--- config.mk ---
export PLATFORM = sky130hd
export DESIGN_NAME = tccs_cmd_q
export DESIGN_NICKNAME = d
export VERILOG_FILES = /design/src/sv/tccs_pkg.sv /design/src/sv/tccs_cmd_q.sv
export SDC_FILE = /design/constraint.sdc
export NUM_CORES = 1
export LEC_CHECK = 0
export ABC_AREA = 0
export BUFFER_PORTS_ARGS = -buffer_cell sky130_fd_sc_hd__buf_2
export CORE_MARGIN = 10
export CORE_UTILIZATION = 40
export DETAILED_ROUTE_END_ITERATION = 16
export MAX_ROUTING_LAYER = met4
export PLACE_DENSITY = 0.71
export SKIP_CTS_REPAIR_TIMING = 1
export SLEW_MARGIN = 0
export SYNTH_ARGS = -nofsm -noshare
export SYNTH_HDL_FRONTEND = slang
export SYNTH_SLANG_ARGS = --single-unit
--- constraint.sdc ---
create_clock -name clk -period 3.5 [get_ports clk]
set_clock_uncertainty 0.05 [all_clocks]
set_input_delay 0.7 -clock clk [delete_from_list [all_inputs] [get_ports clk]]
set_output_delay 0.7 -clock clk [all_outputs]
set_load 0.1 [all_outputs]
--- src/sv/tccs_pkg.sv ---
// shared types, constants and the cell address helper of the text console cursor and scroll unit
package tccs_pkg;

	localparam int SCREEN_COLUMNS = 80;
	localparam int SCREEN_ROWS    = 25;
	localparam int CELL_COUNT     = SCREEN_ROWS * SCREEN_COLUMNS;
	localparam int ADDR_W         = $clog2(CELL_COUNT);
	localparam int ROW_W          = 5;
	localparam int COL_W          = 7;
	localparam int CHAR_W         = 8;
	localparam int CELL_W         = 16;
	localparam int BLANK_START    = (SCREEN_ROWS - 1) * SCREEN_COLUMNS;

	localparam logic [CHAR_W-1:0] CODE_NEWLINE   = 8'd10;
	localparam logic [CHAR_W-1:0] CODE_TAB       = 8'd9;
	localparam logic [CHAR_W-1:0] CODE_BACKSPACE = 8'd8;
	localparam logic [CHAR_W-1:0] CODE_SPACE     = 8'h20;
	localparam logic [CHAR_W-1:0] RESET_COLOR    = 8'h0f;
	localparam int                TAB_STEP       = 8;

	typedef enum logic [1:0] {
		OP_PUT   = 2'd0,
		OP_CLEAR = 2'd1,
		OP_READ  = 2'd2,
		OP_NONE  = 2'd3
	} opcode_t;

	typedef enum logic [1:0] {
		KIND_NONE  = 2'd0,
		KIND_WRITE = 2'd1,
		KIND_READ  = 2'd2,
		KIND_CLEAR = 2'd3
	} kind_t;

	typedef struct packed {
		opcode_t             opcode;
		logic [CHAR_W-1:0]   char_code;
		logic [ROW_W-1:0]    read_row;
		logic [COL_W-1:0]    read_column;
	} request_t;

	typedef struct packed {
		logic [CELL_W-1:0]   cell_value;
		logic [ROW_W-1:0]    cursor_row;
		logic [COL_W-1:0]    cursor_column;
		logic                scrolled;
	} result_t;

	typedef struct packed {
		kind_t               kind;
		logic                scroll;
		logic [ADDR_W-1:0]   addr;
		logic [CELL_W-1:0]   data;
		logic [ROW_W-1:0]    row;
		logic [COL_W-1:0]    col;
	} cmd_t;

	function automatic logic [ADDR_W-1:0] cell_addr(input logic [ROW_W-1:0] row,
		input logic [COL_W-1:0] col);
		cell_addr = ADDR_W'(row) * ADDR_W'(SCREEN_COLUMNS) + ADDR_W'(col);
	endfunction

endpackage

--- src/sv/tccs_cmd_q.sv ---
// two-entry command queue between the front end and the back end
module tccs_cmd_q (
	input  logic            clk,
	input  logic            arst_n,
	input  logic            push,
	input  tccs_pkg::cmd_t  push_cmd,
	output logic            full,
	input  logic            pop,
	output tccs_pkg::cmd_t  head,
	output logic            empty
);

	tccs_pkg::cmd_t mem_q [2];
	logic           wptr_q;
	logic           rptr_q;
	logic [1:0]     count_q;

	assign full  = (count_q == 2'd2);
	assign empty = (count_q == 2'd0);
	assign head  = mem_q[rptr_q];

	always_ff @(posedge clk) begin
		if (push) begin
			mem_q[wptr_q] <= push_cmd;
		end
	end

	always_ff @(posedge clk or negedge arst_n) begin
		if (!arst_n) begin
			wptr_q  <= 1'b0;
			rptr_q  <= 1'b0;
			count_q <= '0;
		end else begin
			if (push) begin
				wptr_q <= !wptr_q;
			end
			if (pop) begin
				rptr_q <= !rptr_q;
			end
			count_q <= count_q + 2'(push) - 2'(pop);
		end
	end

endmodule

# Word level (Yosys, flattened, before mapping)
# Memory sizes are Yosys's and may differ from the RTL's.
# Cells that the tools add are included.
[word_totals] memories=1 register_bits=4 word_cells=12 ramBits=84 inputBits=46 output_inout_bits=44 rom_bits=0 latch_bits=0
[mem_list] memory="mem_q" words=2 word_bits=42 rd=1 rd_clocked_by_memory_dff=0 write_ports=1 line_no="tccs_cmd_q.sv:13" source="tccs_pkg::cmd_t mem_q [2];"
[classes] multipliers=0 mux=2 n_bitwise=0 eq_ne=1 reduce_logical=3 shifts=0 n_lt_le_gt_ge=0 add_sub_neg=2 div_mod_pow=0
[op_table] operator="$add A2 B1 Y2" count=1
[op_table] operator="$eq A2 B2 Y1 const B" count=1
[op_table] operator="$logic_not A1 Y1" count=2
[op_table] operator="$logic_not A2 Y1" count=1
[op_table] operator="$mux W1" count=2
[op_table] operator="$sub A2 B1 Y2" count=1

# Logic depth before layout (Yosys ltp)
# Gate-level depths: netlist (run 1).
[logic_depth] word_depth=2 mapped_depth=5 ltp_nobuf=5

# Worst setup path after synthesis (run 1)
# No wires, ideal clock.
[synth_path] kind="input-to-reg" from="input push" to="memory mem_q[0][0] (netlist name) (enable)" n_path_buf=0 arrival_ps=2575 slack_ps=429 setup_ps=446 cell_stages=1 required_time_ps=3004 cell_sequence="nor2b_1"
[synth_between] elab_chain_cells=2
[synth_lines] item="start, declared" line_no="tccs_cmd_q.sv:5" source="input logic push,"
[synth_lines] item="$mux W1" line_no="tccs_cmd_q.sv:23" source="if (push) begin"
[synth_lines] item="$mux W1 (not written as such)" line_no="tccs_cmd_q.sv:24" source="mem_q[wptr_q] <= push_cmd;"
[synth_lines] item="end, declared" line_no="tccs_cmd_q.sv:13"
# No other way between the ends.

==> results of run 1 <==
[layout by cell type, fill, tap and decap left out, types with 2 or more instances in the layout]
cell / synthesis / routed
sky130_fd_sc_hd__edfxtp_1: 84 / 84
sky130_fd_sc_hd__clkbuf_8: 0 / 11
sky130_fd_sc_hd__xor2_1: 2 / 2
sky130_fd_sc_hd__ha_1: 2 / 2
sky130_fd_sc_hd__buf_2: 0 / 89
sky130_fd_sc_hd__buf_4: 0 / 4
sky130_fd_sc_hd__inv_1: 2 / 2
sky130_fd_sc_hd__mux2_4: 39 / 39
sky130_fd_sc_hd__clkinvlp_4: 0 / 3
sky130_fd_sc_hd__dfrtp_1: 4 / 3
sky130_fd_sc_hd__mux2_2: 3 / 3
[sequential cells by signal (all words and copies together) (netlist names)]
name     flops
mem_q       84
wptr_q       1
count_q      2
rptr_q       1
[worst max path at each step]
stage,from,endpoint,slack (ns),cells after the start
finish,rptr_q,head[27],0.97,3
global route,rptr_q,head[10],0.91,3
CTS,rptr_q,head[29],0.95,3
detailed placement,rptr_q,head[29],1.34,3
global placement,rptr_q,head[27],1.37,3
floorplan,push,mem_q[0][0],0.43,1
[cell type report]
class                      count  area [um^2]
fill                         671         4120
multi-input combinational     51          717
inverter                       2         7.51
timing repair buffer          94          495
sequential                    88         2620
clock inverter                 4         52.6
clock buffer                  12          155
tap                          105          131
[metrics by stage]
step | setup slack [ns] | cell area [um^2] | std cells
after floorplan | 0.429 | 3430 | 146
after global placement | 1.37 | 3980 | 340
after detailed placement | 1.34 | 3980 | 340
after CTS | 0.948 | 4180 | 356
after global routing | 0.911 | 4180 | 356
final | 0.966 | 4180 | 356
[metal layers]
metal	share of wire, %	vias up	track usage (%)
met1	45	770	11.9
met4	1.2	0	3.81
met5	0	-	-
met3	8.8	8	4.37
met2	45	67	14.5
li1	-	765	-
[kinds of logic (layout without fill, tap and decap cells)]
kind of cell	after synthesis	after routing	synth area share (%)
xor+xnor	3	3	1.20
fa+ha+maj	2	2	0.730
buf+inv	7	112	2.88
flops	88	88	76.5
mux	42	42	18.1
simple gates	4	4	0.657
[Yosys cell counts, drive strengths merged]
library cell	n
and2	1
buf	5
dfrtp	4
edfxtp	84
ha	2
inv	2
mux2	42
nor2	1
nor2b	2
xor2	2
xor3	1
==> results, run 1 <==
- For this block, the routed nets add up to 6.23 mm of wire.
- Dividing the detail-routed wire length by the instance count gives 17.5 um.
- The final number of max-transition violations came to 0.
- The floorplan step set the die width to 113 um.
- The number of buffers created by CTS is 9.
- At the end of the flow, the number of nets in the layout was 294.
- Based on the critical path, the design can be clocked at up to 395 MHz.
- In the routed layout, each cell is associated on average with a via count of 4.52.
- The clock tree from TritonCTS is done.
- The startpoint of the worst-slack reg-to-reg timing path is wptr_q.
- The clock slew at the register clock pins of the worst setup and hold paths is 0.09 ns.
- The clock reaches the later pin of the worst-skew pair after 0.34 ns.
- The number of iterations in the first detailed-routing pass is 4.
- The largest net degree at the start of global routing is 24.
- The number of global-route vias before repair is 1852.
- On the worst path, the slowest cell contributes a delay of 0.42 ns.
- The accumulated negative setup slack is 0 ns.
- The maximum buffer depth of the clock tree is 2.
- For the worst setup path, the data required time is 2.75 ns.
- Traced cell by cell, the critical path runs through buf_4 > mux2_4 > buf_2.
- In this run the vertical extent of the chip is 113 um.
- The die outline area is 0.0127 mm^2.
- In this design, the largest share of critical-path delay is due to buffers and inverters.
- The residual DRC count is 0.
- The area of the core is 0.00830 mm^2.
- The number of antenna violations at the first check in global routing is 0.
- The flow ran to the end, and the final reports show no timing, DRC or antenna violations.
- The class of the most critical hold timing path is input port to asynchronous set/reset pin.
- The number of buffer and inverter stages on the critical path is 2.
- The shortest period the worst path allows is 2.53 ns.
- The worst setup path is captured at a primary output.
- The critical path arrival is 1.78 ns.
- Along the worst path, the maximum fanout reaches 23.
- After synthesis, flip-flops and latches occupy 76.5% of the total area.
- The synthesis-to-finish area growth is 22.0%.
- The worst reg2reg path endpoint is mem_q[0][25].
- The register-to-register setup slack is 1.90 ns.
- The share of synthesized area in the top cell type comes to 73.5%.
- The fraction of final layout cells sized beyond drive strength 1 is 61.4%.
- The I/O pin count is 90.
- For this block, the initial DRC count from the detailed router was 52.
- The synthesized design spends more area on one cell type than any other, namely sky130_fd_sc_hd__edfxtp_1.
- The kind of start point of the critical path is a flop.
- The final clock period utilization by the worst path is 72.4%.
- The number of cells on the worst reg-to-reg path is 2.
- The combined global-route utilization of all metal layers is 9.96%.
- Yosys attributes the largest share of cell area to sky130_fd_sc_hd__edfxtp_1 74%, sky130_fd_sc_hd__mux2_4 17%, sky130_fd_sc_hd__dfrtp_1 2.9%.
- Averaged over all synthesized cells, the footprint is 23.5 um^2.
- The cell with the largest stage delay on the worst path is sky130_fd_sc_hd__buf_2.
- The global-route congestion overflow total is 0.
- The slew of the pin with the lowest slew margin is 0.650 ns.
- The cell count after synthesis is 146.
- In this run the remaining antenna-violating nets after routing total 0.
- The mapped netlist covers 0.00343 mm^2.
- Max-cap violations in this run came to 0.
- The worst-case headroom to the max-slew limit is 56.6%.
- For this run, the share of the core covered by cells in the final layout is 50.4%.
- The post-detailed-placement half-perimeter wirelength is 4.49 mm.
- The starting density of the core is 41.3%.
- The number of nets in the synthesized netlist is 194.
- Setup repair after global routing left no endpoint under its margin.
- The first global-routing pass estimated 9.68 mm of wire.
- The number of diodes is 0.
- For this design, the sink count on the clock tree is 88.
- The number of setup violations in the final report is 0.
- The cell row count is 33.
- The critical path in this run is classified as flop to primary output.
- The synthesis warning total is 0.
- The via count is 1610.
- During placement, the flow inserted port buffers numbering 89.
- The count of state elements after synthesis is 88.
- Hold timing on the final database bottoms out at a slack of 0.101 ns.
- The count of different cell masters after synthesis is 13.
- The clock root buffer is sky130_fd_sc_hd__clkbuf_8.
- The final estimated routing congestion in global placement is 0.657.
- The H-tree was split into 3 levels.
- The count of final hold-check violations is 0.
Power of run 1 is left out: the tool's default activity adds up to more than one toggle a clock period on the data nets, which glitch-free logic cannot reach.
==> inputs of run 2 (changes only) <==
--- a/config.mk
+++ b/config.mk
@@ -11,7 +11,7 @@
 export CORE_UTILIZATION = 40
 export DETAILED_ROUTE_END_ITERATION = 16
 export MAX_ROUTING_LAYER = met4
-export PLACE_DENSITY = 0.71
+export PLACE_DENSITY = 0.74
 export SKIP_CTS_REPAIR_TIMING = 1
 export SLEW_MARGIN = 0
 export SYNTH_ARGS = -nofsm -noshare
==> constraint.sdc (replaced) <==
create_clock -name clk -period 2.1 [get_ports clk]
set_clock_uncertainty 0.05 [all_clocks]
set_input_delay 0.42 -clock clk [delete_from_list [all_inputs] [get_ports clk]]
set_output_delay 0.42 -clock clk [all_outputs]
set_load 0.1 [all_outputs]
==> results, run 2 (synthesized netlist as in run 1, its figures left out) <==
- The die outline area is 0.0127 mm^2 (unchanged).
- The post-detailed-placement half-perimeter wirelength is 4.16 mm (-7.4%).
- The via count is 1621 (+0.68%).
- The wire length of the first global-routing pass was 9.24 mm (-4.6%).
- The library cells used most frequently in the layout, excluding fill and tap cells, are 84 x sky130_fd_sc_hd__edfxtp_1, 47 x sky130_fd_sc_hd__buf_2, 39 x sky130_fd_sc_hd__mux2_4.
- The routed wire length on met3 was 329 um (-40%).
- The largest fanout on the critical path was 7 (-70%).
- The number of buffers created by CTS is 9 (unchanged).
- The library cell used most frequently in the layout, excluding fill and tap cells, is sky130_fd_sc_hd__edfxtp_1.
- The I/O pin count was 90 (unchanged).
- The number of diodes came to 0 (unchanged).
- The count of maximum capacitance violations is 0 (unchanged).
- The synthesis-to-finish area growth is 31.9%.
- The worst-case headroom to the max-slew limit is 67.0% (+10 points).
- The register-to-register setup slack is 0.60 ns (-1.30 ns).
- The CTS sink count was 88 (unchanged).
- Of the available clock period, the critical path in the final layout requires 97.7%.
- The start-to-end type of the worst setup path is flop to primary output.
- The residual DRC count was 0 (unchanged).
- The horizontal die dimension is 113 um (unchanged).
- The cell row count is 33 (unchanged).
- The signal on the critical path passes through buf_4 > mux2_2 > buf_4.
- The deepest level of the CTS H-tree is 3 (unchanged).
- The slew of the pin with the lowest slew margin is 0.498 ns (-0.151 ns).
- Along the worst hold path, the cell count comes to 1.
- The filler-free cell count of the finished design is 357 (+0.28%).
- The shortest period the worst path allows is 2.05 ns.
- The clock tree from TritonCTS is done.
- The worst setup path is captured at a primary output.
- The worst register-to-register path ends at count_q[1].
- More flip-flops sit in one register than any other, and that register is mem_q.
- The routed metal-1 wirelength is 2.50 mm (-10%).
- The delay of the slowest cell on the worst path was 0.45 ns (+0.03 ns).
- The final estimated routing congestion in global placement is 0.621 (-5.4%).
- The number of buffers added on ports is 89 (unchanged).
- The number of antenna violations at the first check in global routing is 0 (unchanged).
- The clock slew at the register clock pins of the worst setup and hold paths is 0.08 ns (about the same).
- The number of setup violations in the final report was 0 (unchanged).
- The maximum buffer depth of the clock tree is 2 (unchanged).
- The instance count after placement with tap cells included came to 339 (-0.29%).
- The number of global-route vias before repair came to 1831 (-1.1%).
- The min-delay analysis places its worst path in the category input port to flop.
- The kind of start point of the critical path is a flop.
- The global-route congestion overflow total is 0 (unchanged).
- In this design, the critical path's most frequently occurring cell is sky130_fd_sc_hd__buf_4.
- The data required time at the worst endpoint was 1.63 ns (-1.12 ns).
- The clock root buffer is sky130_fd_sc_hd__clkbuf_8.
- The final-layout worst hold slack came to 0.215 ns (+0.114 ns).
- The count of final hold-check violations is 0 (unchanged).
- The logic depth of the worst register-to-register path is 5 (+3).
- The number of iterations in the first detailed-routing pass was 4 (unchanged).
- The worst hold path begins at push_cmd[4].
- The startpoint of the worst-slack reg-to-reg timing path is count_q[0].
- The routed length on met2 is 3.24 mm (+15%).
- The post-route antenna net violation count was 0 (unchanged).
- The total detailed-routing wirelength is 6.16 mm (-1.1%).
- The fraction of final layout cells sized beyond drive strength 1 was 61.1% (-0.24 points).
- Setup repair after global routing could not meet its margin everywhere.
- The layout net count was 295 (+0.34%).
- The run finished with clean final reports.
- The timing-limited maximum frequency is 487 MHz.
- The flip-flop count of the largest register, all copies and words added is 84 (unchanged).
- The highest routed metal layer is met4.
- The critical path arrival is 1.58 ns (-0.20 ns).
- The via count normalized by instance count was 4.54 (+0.40%).
- The worst min-delay path endpoint is mem_q[0][4].
- The largest registers in the layout are mem_q x84, count_q x2.
- The combined global-route utilization of all metal layers is 9.57% (-0.39 points).
- The clock network latency to the later pin of the worst-skew pair is 0.33 ns (about the same).
- The vertical extent of the die is 113 um (unchanged).
- The area of the core is 0.00830 mm^2 (unchanged).
- The number of violations reported at the end of detailed-routing iteration 0 is 47 (-9.6%).
- The slowest stage of the critical path is the sky130_fd_sc_hd__dfrtp_2 cell.
- The routed wirelength normalized by instance count was 17.3 um (-1.4%).
- The starting density of the core is 41.3% (unchanged).
- The largest net degree at the start of global routing is 43 (+79%).
- The final number of max-transition violations is 0 (unchanged).
run 2: cell count changes in the layout (fill, tap and decap cells not counted), sizes merged:
cell / change
dlygate4sd3: +1
buf: -1
clkinvlp: -1
clkinv: +2
run 2: final cells by class:
class,instances,area (um^2)
clock buffers,11,131
clock inverters,5,57.6
fillers,664,3770
inverters,2,7.51
multi-input cells,51,722
flip-flops and latches,88,2620
well taps,105,131
repair buffers,95,851
run 2: per-stage QoR:
step	cell area [um^2]	setup slack (ns)	util [%]	setup TNS [ns]
2_1_floorplan	3440	0.0911	-	0
3_3_place_gp	4210	0.310	50.7	0
3_5_place_dp	4210	0.306	50.7	0
4_1_cts	4400	-0.0927	53.0	-1.23
5_1_grt	4520	-0.0117	54.5	-0.0117
6_report	4520	0.0475	54.5	0
run 2: critical path: cells and delay by family, from the launching register on:
| kind | cells | cell delay (ns) |
|---|---|---|
| flip-flops | 1 | 0.45 |
| buffers and inverters | 2 | 0.44 |
| multiplexers | 1 | 0.35 |
run 2: worst max path at each step:
stage / startpoint / endpoint / slack [ns] / cells after the start
finish: rptr_q / head[1] / 0.05 / 3
floorplan: push / mem_q[0][0] / 0.09 / 1
detailed placement: rptr_q / head[0] / 0.31 / 3
CTS: rptr_q / head[41] / -0.09 / 3
global placement: rptr_q / head[41] / 0.31 / 3
global route: rptr_q / head[1] / -0.01 / 3
run 2: routing by layer:
metal	track usage [%]	up-vias
met5	-	-
li1	-	769
met4	4.57	0
met1	9.90	791
met3	2.93	8
met2	16.2	53
Power of run 2 is left out for the same reason.
