### src/sv/tccs_pkg.sv
// shared types, constants and the cell address helper of the text console cursor and scroll unit
package tccs_pkg;

	localparam int SCREEN_COLUMNS = 80;
	localparam int SCREEN_ROWS    = 25;
	localparam int CELL_COUNT     = SCREEN_ROWS * SCREEN_COLUMNS;
	localparam int ADDR_W         = $clog2(CELL_COUNT);
	localparam int ROW_W          = 5;
	localparam int COL_W          = 7;
	localparam int CHAR_W         = 8;
	localparam int CELL_W         = 16;
	localparam int BLANK_START    = (SCREEN_ROWS - 1) * SCREEN_COLUMNS;

	localparam logic [CHAR_W-1:0] CODE_NEWLINE   = 8'd10;
	localparam logic [CHAR_W-1:0] CODE_TAB       = 8'd9;
	localparam logic [CHAR_W-1:0] CODE_BACKSPACE = 8'd8;
	localparam logic [CHAR_W-1:0] CODE_SPACE     = 8'h20;
	localparam logic [CHAR_W-1:0] RESET_COLOR    = 8'h0f;
	localparam int                TAB_STEP       = 8;

	typedef enum logic [1:0] {
		OP_PUT   = 2'd0,
		OP_CLEAR = 2'd1,
		OP_READ  = 2'd2,
		OP_NONE  = 2'd3
	} opcode_t;

	typedef enum logic [1:0] {
		KIND_NONE  = 2'd0,
		KIND_WRITE = 2'd1,
		KIND_READ  = 2'd2,
		KIND_CLEAR = 2'd3
	} kind_t;

	typedef struct packed {
		opcode_t             opcode;
		logic [CHAR_W-1:0]   char_code;
		logic [ROW_W-1:0]    read_row;
		logic [COL_W-1:0]    read_column;
	} request_t;

	typedef struct packed {
		logic [CELL_W-1:0]   cell_value;
		logic [ROW_W-1:0]    cursor_row;
		logic [COL_W-1:0]    cursor_column;
		logic                scrolled;
	} result_t;

	typedef struct packed {
		kind_t               kind;
		logic                scroll;
		logic [ADDR_W-1:0]   addr;
		logic [CELL_W-1:0]   data;
		logic [ROW_W-1:0]    row;
		logic [COL_W-1:0]    col;
	} cmd_t;

	function automatic logic [ADDR_W-1:0] cell_addr(input logic [ROW_W-1:0] row,
		input logic [COL_W-1:0] col);
		cell_addr = ADDR_W'(row) * ADDR_W'(SCREEN_COLUMNS) + ADDR_W'(col);
	endfunction

endpackage

### src/sv/tccs_front.sv
// front end: accepts items, tracks the cursor and turns each item into a memory command
module tccs_front (
	input  logic                    clk,
	input  logic                    arst_n,
	input  logic                    push,
	output logic                    full,
	input  tccs_pkg::request_t      request,
	input  logic [7:0]              text_color,
	input  logic                    init_done,
	input  logic                    cmd_full,
	output logic                    cmd_push,
	output tccs_pkg::cmd_t          cmd
);

	localparam int RW = tccs_pkg::ROW_W;
	localparam int CW = tccs_pkg::COL_W;

	logic [RW-1:0]                row_q;
	logic [CW-1:0]                col_q;
	logic [RW:0]                  row_inc;
	logic [CW:0]                  col_inc;
	logic [CW:0]                  tab_sum;
	logic [RW:0]                  row_nx;
	logic [CW-1:0]                col_nx;
	logic                         scroll;
	logic [RW-1:0]                row_fin;
	tccs_pkg::kind_t              cmd_kind;
	logic [tccs_pkg::ADDR_W-1:0]  cmd_addr;
	logic [tccs_pkg::CELL_W-1:0]  cmd_data;

	assign full     = !init_done || cmd_full;
	assign cmd_push = push && !full;

	assign row_inc = {1'b0, row_q} + (RW+1)'(1);
	assign col_inc = {1'b0, col_q} + (CW+1)'(1);
	assign tab_sum = {1'b0, col_q} + (CW+1)'(tccs_pkg::TAB_STEP);

	always_comb begin
		row_nx   = {1'b0, row_q};
		col_nx   = col_q;
		cmd_kind = tccs_pkg::KIND_NONE;
		cmd_addr = tccs_pkg::cell_addr(row_q, col_q);
		cmd_data = {text_color, tccs_pkg::CODE_SPACE};
		unique case (request.opcode)
			tccs_pkg::OP_PUT: begin
				unique case (request.char_code)
					tccs_pkg::CODE_NEWLINE: begin
						col_nx = '0;
						row_nx = row_inc;
					end
					tccs_pkg::CODE_TAB: begin
						if (tab_sum >= (CW+1)'(tccs_pkg::SCREEN_COLUMNS)) begin
							col_nx = CW'(tab_sum - (CW+1)'(tccs_pkg::SCREEN_COLUMNS));
						end else begin
							col_nx = tab_sum[CW-1:0];
						end
					end
					tccs_pkg::CODE_BACKSPACE: begin
						if (col_q != '0) begin
							col_nx   = col_q - CW'(1);
							cmd_kind = tccs_pkg::KIND_WRITE;
							cmd_addr = tccs_pkg::cell_addr(row_q, col_q - CW'(1));
						end
					end
					default: begin
						cmd_kind = tccs_pkg::KIND_WRITE;
						cmd_data = {text_color, request.char_code};
						if (col_inc == (CW+1)'(tccs_pkg::SCREEN_COLUMNS)) begin
							col_nx = '0;
							row_nx = row_inc;
						end else begin
							col_nx = col_inc[CW-1:0];
						end
					end
				endcase
			end
			tccs_pkg::OP_CLEAR: begin
				cmd_kind = tccs_pkg::KIND_CLEAR;
				row_nx   = '0;
				col_nx   = '0;
			end
			tccs_pkg::OP_READ: begin
				cmd_addr = tccs_pkg::cell_addr(request.read_row, request.read_column);
				if (request.read_row < RW'(tccs_pkg::SCREEN_ROWS)
						&& request.read_column < CW'(tccs_pkg::SCREEN_COLUMNS)) begin
					cmd_kind = tccs_pkg::KIND_READ;
				end
			end
			default: begin
			end
		endcase
	end

	assign scroll  = (row_nx >= (RW+1)'(tccs_pkg::SCREEN_ROWS));
	assign row_fin = scroll ? RW'(tccs_pkg::SCREEN_ROWS - 1) : row_nx[RW-1:0];

	assign cmd = '{kind: cmd_kind, scroll: scroll, addr: cmd_addr, data: cmd_data,
		row: row_fin, col: col_nx};

	always_ff @(posedge clk or negedge arst_n) begin
		if (!arst_n) begin
			row_q <= '0;
			col_q <= '0;
		end else if (cmd_push) begin
			row_q <= row_fin;
			col_q <= col_nx;
		end
	end

endmodule

### config.mk
export PLATFORM = sky130hd
export DESIGN_NAME = tccs_front
export DESIGN_NICKNAME = d
export VERILOG_FILES = /design/src/sv/tccs_pkg.sv /design/src/sv/tccs_front.sv
export SDC_FILE = /design/constraint.sdc
export NUM_CORES = 1
export LEC_CHECK = 0
export CAP_MARGIN = 20
export CORE_MARGIN = 2
export CORE_UTILIZATION = 60
export DETAILED_ROUTE_END_ITERATION = 12
export DONT_BUFFER_PORTS = 1
export MAX_ROUTING_LAYER = met4
export PLACE_DENSITY = 0.75
export REMOVE_ABC_BUFFERS = 1
export SYNTH_ARGS = -nofsm -noshare
export SYNTH_HDL_FRONTEND = slang
export SYNTH_SLANG_ARGS = --single-unit
### constraint.sdc
create_clock -name clk -period 4.3 [get_ports clk]
set_input_delay 0.215 -clock clk [delete_from_list [all_inputs] [get_ports clk]]
set_output_delay 0.215 -clock clk [all_outputs]
set_load 0.005 [all_outputs]
## Word level (Yosys, flattened, before mapping)

Cells that the tools add are included.

- Bits in registers: 12
- Bits of input ports: 35
- Word-level logic and storage cells: 50

- $add $sub $neg: 8
- Multiply operators: 2
- Magnitude comparators: 4
- Equal/unequal tests: 6
- Mux-type cells: 18
- Reduce and logical (&&, ||, !) cells: 10

Operators with widths:

| operator | number |
|---|---|
| $add 11x7->11 | 3 |
| $eq 8x4->1 const B | 3 |
| $pmux 6 s2 | 2 |
| $mux 11 | 2 |
| $pmux 11 s2 | 1 |
| $mux 7 | 3 |
| $pmux 7 s3 | 1 |
| $mux 8 | 2 |
| $mul 5x3->7 const B | 2 |
| $pmux 7 s2 | 1 |
| $add 7x1->8 const B | 1 |
| $add 7x4->8 const B | 1 |
| $eq 8x7->1 const B | 1 |
| $ge 8x7->1 const B | 1 |
| $lt 7x7->1 const B | 1 |
| $reduce_bool 7->1 | 1 |
| $sub 7x1->7 const B | 1 |
| $sub 7x7->7 const B | 1 |
| $add 5x1->6 const B | 1 |
| $ge 6x5->1 const B | 1 |
| $mux 6 | 1 |
| $pmux 2 s3 | 1 |
| $lt 5x5->1 const B | 1 |
| $mux 5 | 1 |
| other kinds (11) | 14 |

## Longest topological paths before layout

Gate-level depths: netlist of the first run.

- Depth in word-level cells: 7
- Depth in mapped cells: 16

## Worst setup path after synthesis of the first run

No wires, ideal clock.

- Kind: register to output
- From: reg col_q[3]
- To: out cmd[37] in the netlist's numbering
- Arrival time: 2.714 ns
- Setup slack: 1.371 ns
- Cell stages (with the launch flop): 17
- Buffers on the path: 2
- Path through: dfrtp_1 > buf_2 > clkbuf_1 > inv_1 > ha_1 > nand2_1 > nand2_1 > xor2_1 > inv_1 > ha_1 > a21o_1 > a21oi_1 > nor2_1 > xnor2_1 > a22oi_1 > nor2_1 > a221oi_1

RTL lines:

| what | RTL line | RTL |
|---|---|---|
| from (decl) | tccs_front.sv:19 | `logic [CW-1:0] col_q;` |
| from (signal assigned) | tccs_front.sv:106 | `col_q <= col_nx;` |
| to (decl) | tccs_front.sv:12 | `output tccs_pkg::cmd_t cmd` |

==> metrics.csv, run 1 <==
metric,value,unit
vias in the first global route,2540,
"EDFF count, synth",0,
H-tree depth,1,
final hold violations,0,
peak supply drop,0.09271,mV
Max Cap Viol,0,
"FFs w/ async S/R, synth",100.0,%
CTS Root Cell,clkbuf_8,
final setup fails,0,
main combinational cell family by area after synthesis,compound AO/OA/AOI/OAI gates,
Residual DRC,0,
hold path cells,1,
YS warnings,0,
number of diodes,0,
Synth Area in Adders,16.77,%
fmax,277.0,MHz
pwr/cell area,182.2,nW/um^2
CP Data Arrival Time,3.39,ns
CTS resizes,0,
Rows,25,
CP Launch Type,flop,
Synth Flop Type,dfrtp_1,
post-route clock skew,0.004693,ns
final setup TNS,0,ns
die width,72.74,um
nets@finish,421,
P&R area growth vs syn,-1.456,%
compound-gate portion of the synthesized area,32.04,%
largest net degree at the start of global routing,36,
Worst Path Required,4.09,ns
GRT Total Usage,29.16,%
post-CTS setup buffer count,0,
CTS Buf Count,3,
Top Ports,79,
clock transition at the registers of the reported paths,0.06,ns
share of cells above drive strength 1,6.304,%
port bufs,0,
Synth Register Bits,12,
final wirelength,7610,um
post-DP HPWL,5863,um
xor and xnor area share after synthesis,8.032,%
Routability Congestion,0.9125,
CORE AREA,4629,um^2
max-slew violations,0,
synthesized area,2835,um^2
Synth Area per Inst,7.501,um^2
Vias/cell,7.062,
worst hold path class,input port to flop,
CP Max Fanout,18,
CTS tree,yes,
post-route ant nets,0,
fillers,445,
Slew @ Worst Pin,0.9970,ns
worst hold slack,0.07431,ns
Clock Sinks,12,
sequential-to-total area share from yosys stat,10.59,%
total power,0.5091,mW
CP endpoint kind,output pin,
Worst R2R Path Depth,8,
Mapped Cells,378,
Starting Density,61.24,%
period utilization,83.94,%
initial antenna violation count,0,
post-route minimum period,3.610,ns
WS Path Type,flop to output pin,
mux cell area share after synthesis,2.648,%
Post-Synth Simple-Gate Area,21.36,%
die area,5291,um^2
Vias,2846,
LEAKAGE,1.178,nW
Longest Clk Path Bufs,2,
drt pass-1 iters,6,
Skew-Pair Late Insertion Delay,0.25,ns
RSZ-0062 raised after global routing,false,
chip height,72.74,um
Slew HR,33.53,%
gr ovfl total,0,
synth unique cells,66,
Routed wire per std cell,18.88,um
DR iter-0 viols,257,
first-pass GRT wire length,12070,um
outcome,completed,
==> repair_timing <==
| item | in CTS | in global routing |
|---|---|---|
| hold buffers | 1 | 0 |
| setup endpoints to repair | 0 | 0 |
| hold endpoints to repair | 12 | 0 |
==> worst max-delay path, cell delays in order, from the launching register on <==
cell and delay, ns:
dfrtp_1 0.71, ha_1 0.42, nand4_1 0.15, xor2_1 0.35
o221ai_1 0.53, o31ai_1 0.45, a221oi_2 0.11, nor2_2 0.25
a21o_1 0.18
==> placed cells by master, fill, tap and decap left out, drive strengths merged, types with 4 or more instances in the layout <==
cell and count:
or2 4, o21a 6, o21ai 32, o31ai 6, ha 30, nor2b 4
mux2 4, xor2 9, nand2 27, and3 5, xnor2 17, nand3 9
a22oi 12, and2 6, nor3 14, a31oi 6, dfrtp 12, a21o 7
nor2 24, or3 4, nor4 4, inv 16, fa 5, a22o 6
a21oi 23, nand4 4
==> cell type report <==
class | instances | area (um^2) | share of cell area, %
clock buffer | 3 | 41.29 | 1.478
inverter | 16 | 60.06 | 2.150
multi-input combinational | 314 | 2292 | 82.04
sequential | 12 | 300.3 | 10.75
tap | 54 | 67.56 | 2.418
timing repair buffer | 4 | 32.53 | 1.164
==> power by group <==
group          total [mW]  internal, mW  switching, mW
Clock               0.110        0.0620         0.0479
Combinational       0.241         0.103          0.138
Sequential          0.158         0.122         0.0359
Total               0.509         0.287          0.222
==> flip-flops by register name, indices dropped and copies added (netlist names) <==
signal  cells
col_q       7
row_q       5
==> kinds of logic after synthesis <==
logic type / count (synthesis)
buffers and inverters: 52
and+or+nand+nor: 116
adders and majority gates: 35
muxes: 7
DFF: 12
xor gates and xnor gates: 26
AOI/OAI and AO/OA: 130
==> routing by layer <==
layer / routed length, um / global-route usage [%]
met5: 0 / -
met1: 3183 / 37.27
met4: 135 / 7.407
met3: 631 / 4.834
met2: 3659 / 47.98
==> path summary, 6_finish.rpt <==
check | start | to | slack (ns)
worst min-delay path | request[20] | col_q[6] | 0.07
min in group asynchronous | arst_n | row_q[2] | 0.42
worst max-delay path | col_q[3] | cmd[39] | 0.69
max in group asynchronous | arst_n | col_q[2] | 3.48
worst min register to register | row_q[1] | row_q[1] | 0.72
worst max register to register | col_q[3] | row_q[4] | 1.00
==> cell usage after synthesis (2+ instances only) <==
cell / count / area share (%)
o211ai_1: 3 / 0.79
nor2_1: 23 / 3.0
mux2i_1: 3 / 1.1
dfrtp_1: 12 / 11
nor3_1: 13 / 2.3
a22oi_1: 12 / 3.2
buf_1: 2 / 0.26
fa_1: 5 / 3.5
a221o_1: 2 / 0.71
and2_1: 6 / 1.3
nand2_1: 27 / 3.6
nor4_1: 4 / 0.88
or3_1: 4 / 0.88
o41ai_1: 3 / 0.93
xor2_1: 9 / 2.8
buf_2: 5 / 0.88
mux2_2: 4 / 1.6
nand2b_1: 3 / 0.66
o21ai_0: 30 / 5.3
o2111ai_1: 3 / 0.93
a311oi_1: 2 / 0.62
buf_4: 9 / 2.4
a21o_1: 7 / 1.9
inv_1: 16 / 2.1
o21a_1: 6 / 1.6
and3_1: 5 / 1.1
or2_2: 4 / 0.88
a221oi_1: 2 / 0.62
a21oi_1: 23 / 4.1
xnor2_1: 17 / 5.3
nand4_1: 4 / 0.88
o21ai_1: 2 / 0.35
nor2b_1: 4 / 0.88
o211a_1: 2 / 0.71
clkbuf_1: 19 / 2.5
a31oi_1: 6 / 1.3
ha_1: 30 / 13
nand3_1: 9 / 1.6
o31ai_1: 6 / 1.6
a22o_1: 6 / 1.9
==> through the flow <==
step,cell area [um^2],setup slack [ns],std cells,utilization [%]
after global routing,2794,0.5066,403,60.35
after floorplan,2653,1.440,342,-
after CTS,2794,0.7782,403,60.35
after global placement,2743,1.174,399,59.24
final,2794,0.6905,403,60.35
after detailed placement,2743,1.048,399,59.24
Note: power is estimated with default switching activity, not from simulation.
==> inputs of run 2 (changes only) <==
Clock period 4.3 ns to 3.55 ns, I/O delays scaled along.
==> metrics.csv, run 2 (synthesis gave the netlist of run 1 again) <==
metric,value,unit
worst reg2reg startpoint,col_q[4],
CP endpoint kind,output pin,
CTS Root Cell,clkbuf_8,
max-slew violations,0,
share of cells above drive strength 1,8.732,%
final setup TNS,0,ns
LEAKAGE,1.206,nW
vias in the first global route,2569,
highest-delay cell along the critical path,or4_1,
HP Start,request[20],
Slew HR,42.08,%
CORE AREA,4629,um^2
outcome,completed,
Top Ports,79,
initial antenna violation count,0,
CTS tree,yes,
port bufs,0,
die width,72.74,um
R2R setup slack,0.65,ns
Vias,2867,
final hold violations,0,
Longest Clk Path Bufs,2,
CTS Buf Count,3,
top flop regs,"col_q x7, row_q x5",
CP Launch Type,flop,
pwr/cell area,227.4,nW/um^2
Rows,25,
Slew @ Worst Pin,0.8657,ns
gr ovfl total,0,
Clock Sinks,12,
CP Cell Sequence,or4_1 -> nor2_1 -> xor2_1 -> ha_1 -> nor2b_1 -> o21ai_0 -> nor3_1 -> a21oi_1 -> xnor2_1 -> o21ai_0 -> mux2i_1,
RSZ-0062 raised after global routing,false,
number of flip-flops in the largest register,7,
worst hold slack,0.03393,ns
Worst path max stage delay,0.61,ns
Max Cap Viol,0,
DR iter-0 viols,274,
worst hold path class,input port to flop,
clock transition at the registers of the reported paths,0.07,ns
met2 global-route usage,48.59,%
Routed wire per std cell,18.78,um
peak supply drop,0.1201,mV
post-DP HPWL,5912,um
first-pass GRT wire length,12130,um
fmax,300.5,MHz
met3 Track Usage GR,6.354,%
Routability Congestion,0.9486,
nets@finish,426,
post-CTS setup buffer count,0,
Worst R2R Path Depth,11,
post-route minimum period,3.328,ns
Residual DRC,0,
Starting Density,61.24,%
number of diodes,0,
final wirelength,7681,um
chip height,72.74,um
"most used cell, CP",o21ai_0,
Bufs and invs on worst path,0,
Worst path top cell family by delay,simple AND/OR/NAND/NOR gates,
Worst Path Required,3.37,ns
drt pass-1 iters,6,
Skew-Pair Late Insertion Delay,0.25,ns
P&R area growth vs syn,0.6180,%
most frequent cells in the layout,"o21ai_0, ha_1, nand2_1, nor2_1, a21oi_1",
Hold EP,col_q[6],
Vias/cell,7.010,
WS Path Type,flop to output pin,
final setup fails,0,
H-tree depth,1,
met1 Resource Use GR,38.12,%
Reg with most FFs,col_q,
hold path cells,1,
post-route clock skew,0.008840,ns
die area,5291,um^2
busiest grt layer,met2,
period utilization,93.74,%
worst r2r dst,col_q[5],
post-route ant nets,0,
GRT Total Usage,29.82,%
CP Data Arrival Time,3.15,ns
largest net degree at the start of global routing,36,
CP Max Fanout,10,
==> run 2: power breakdown <==
group / total (mW) / switching, mW / internal (mW)
clock network: 0.163 / 0.0642 / 0.0984
registers: 0.186 / 0.0364 / 0.150
logic: 0.300 / 0.172 / 0.128
total: 0.649 / 0.273 / 0.376
==> run 2: worst max-delay path by stage <==
stage,start,end,slack (ns),cells after the start
final,col_q[3],cmd[38],0.22,11
after global routing,col_q[0],cmd[36],0.03,14
after CTS,col_q[0],cmd[38],0.21,15
after detailed placement,col_q[0],cmd[36],0.52,14
after global placement,col_q[0],cmd[38],0.58,15
after floorplan,col_q[3],cmd[38],0.73,11
==> run 2: timing repair <==
| item | in CTS | in global routing |
|---|---|---|
| endpoints found under the hold margin | 12 | 0 |
| resized for setup | 0 | 3 |
| endpoints found under the setup margin | 0 | 2 |
| hold buffers | 1 | 0 |
==> run 2: stage by stage <==
stage	setup slack, ns	instance area [um^2]	cells	power (mW)	util (%)
final	0.2223	2853	409	0.6487	61.62
after global routing	0.03256	2853	409	0.6996	61.62
after CTS	0.2128	2845	409	0.6424	61.46
after detailed placement	0.5168	2780	404	0.4776	60.05
after global placement	0.5842	2780	404	0.4687	60.05
after floorplan	0.7274	2653	342	0.4073	-
==> run 2: routing by layer <==
layer	part of all wire, %	vias to the layer above
met5	0	-
met4	0.95	0
met3	8.3	8
met2	49	148
met1	42	1351
li1	-	1360
==> run 2: final cells by class <==
| type | instances | area (um^2) |
|---|---|---|
| Clock buffer | 4 | 55.05 |
| Timing Repair Buffer | 9 | 70.07 |
| Inverter | 16 | 60.06 |
| Tap cell | 54 | 67.56 |
| Multi-Input combinational cell | 314 | 2297 |
| Sequential cell | 12 | 302.8 |
| Fill cell | 442 | 1777 |
==> inputs of run 3 (changes only) <==
Settings changed: PLACE_DENSITY 0.75 to 0.76.
==> metrics.csv, run 3 (synthesis gave the netlist of run 1 again) <==
metric,value,unit
gr ovfl total,0,
Routed wire per std cell,19.09,um
switching share of power,42.69,%
Reg power frac,30.2,%
max-slew violations,0,
pwr/cell area,216.9,nW/um^2
Residual DRC,0,
CP Max Fanout,11,
Clock Sinks,12,
final instance area,2850,um^2
port bufs,0,
post-route clock skew,0.007274,ns
Top Ports,79,
most frequent cells in the layout,"o21ai_0, ha_1, nand2_1, nor2_1, a21oi_1",
number of diodes,0,
worst slack at placement,0.3960,ns
fillers,423,
Clock power frac,21.1,%
GRT Total Usage,30.33,%
Max Cap Viol,0,
DR iter-0 viols,362,
Longest Clk Path Bufs,2,
CORE AREA,4629,um^2
post-DP HPWL,5991,um
post-route ant nets,0,
post-route minimum period,3.375,ns
Slew HR,43.87,%
top flop regs,"col_q x7, row_q x5",
initial antenna violation count,0,
final hold violations,0,
Post-Layout Cell Count,408,
vias in the first global route,2606,
Starting Density,61.24,%
clock transition at the registers of the reported paths,0.06,ns
Skew-Pair Late Insertion Delay,0.25,ns
drt pass-1 iters,5,
"most used cell, CP",o21ai_0,
final wirelength,7789,um
die width,72.74,um
placed cells,404,
Rows,25,
Worst path max stage delay,0.61,ns
worst hold path class,input port to flop,
worst r2r dst,row_q[4],
Bufs and invs on worst path,0,
critical path depth in cells,11,
final setup TNS,0,ns
die area,5291,um^2
post-route setup slack,0.1752,ns
Vias,2857,
Worst Path Required,3.37,ns
P&R area growth vs syn,0.5294,%
worst hold slack,0.03662,ns
"commonest non-fill, non-tap cell in the layout",o21ai_0,
period utilization,95.07,%
Int Power,0.3544,mW
worst reg2reg startpoint,col_q[3],
Crit. Startpoint,col_q[3],
R2R setup slack,0.65,ns
final setup fails,0,
total power,0.6183,mW
CTS Buf Count,3,
CP Capture Point,cmd[38],
fmax,296.3,MHz
CTS tree,yes,
outcome,completed,
final core occ,61.57,%
first-pass GRT wire length,12580,um
share of cells above drive strength 1,9.040,%
CP Cell Sequence,or4_1 -> nor2_1 -> xor2_1 -> ha_1 -> nor2b_1 -> o21ai_0 -> nor3_1 -> a21oi_1 -> xnor2_1 -> o21ai_0 -> mux2i_1,
highest-delay cell along the critical path,or4_1,
nets@finish,426,
largest net degree at the start of global routing,36,
Psw,0.2639,mW
CP endpoint kind,output pin,
area post-placement,2780,um^2
Reg with most FFs,col_q,
peak supply drop,0.1390,mV
post-CTS setup buffer count,0,
CP Data Arrival Time,3.20,ns
Worst R2R Path Depth,9,
Slew @ Worst Pin,0.8389,ns
RSZ-0062 raised after global routing,true,
WS Path Type,flop to output pin,
Routability Congestion,0.9942,
CP Launch Type,flop,
Combinational Power Share,48.7,%
chip height,72.74,um
H-tree depth,1,
CTS Root Cell,clkbuf_8,
Worst path top cell family by delay,simple AND/OR/NAND/NOR gates,
LEAKAGE,1.199,nW
Vias/cell,7.002,
number of flip-flops in the largest register,7,
==> run 3: per-layer routing <==
layer	routed length [um]	track usage, %
met5	0	-
met2	3778	49.39
met4	138	8.642
met1	3291	39.20
met3	581	4.420
==> run 3: cell type report <==
class                      count  area [um^2]  share of cell area, %
multi-input combinational    314         2308                  80.99
sequential                    12        302.8                  10.62
timing repair buffer           9        70.07                  2.458
clock buffer                   3        41.29                  1.449
tap                           54        67.56                  2.371
inverter                      16        60.06                  2.107
==> run 3: how the worst min path moves through the flow <==
stage | cells past startpoint | slack, ns | from | end
floorplan | 0 | -0.12 | arst_n | col_q[0]
global placement | 0 | -0.12 | arst_n | row_q[3]
detailed placement | 0 | -0.12 | arst_n | row_q[3]
CTS | 1 | 0.03 | request[20] | col_q[6]
global route | 1 | 0.05 | request[20] | col_q[6]
finish | 1 | 0.04 | request[20] | col_q[6]
==> run 3: what timing repair did <==
item                       CTS  global route
hold buffers                 1             0
gates resized for setup      0             5
hold endpoints to repair    12             0
setup endpoints to repair    0             4
==> run 3: power by group through the flow <==
stage	Combinational, mW	Clock (mW)	Sequential [mW]
after floorplan	0.228	0	0.179
after global placement	0.281	0	0.185
after detailed placement	0.288	0	0.187
after CTS	0.293	0.133	0.183
after global routing	0.339	0.135	0.191
final	0.301	0.130	0.187
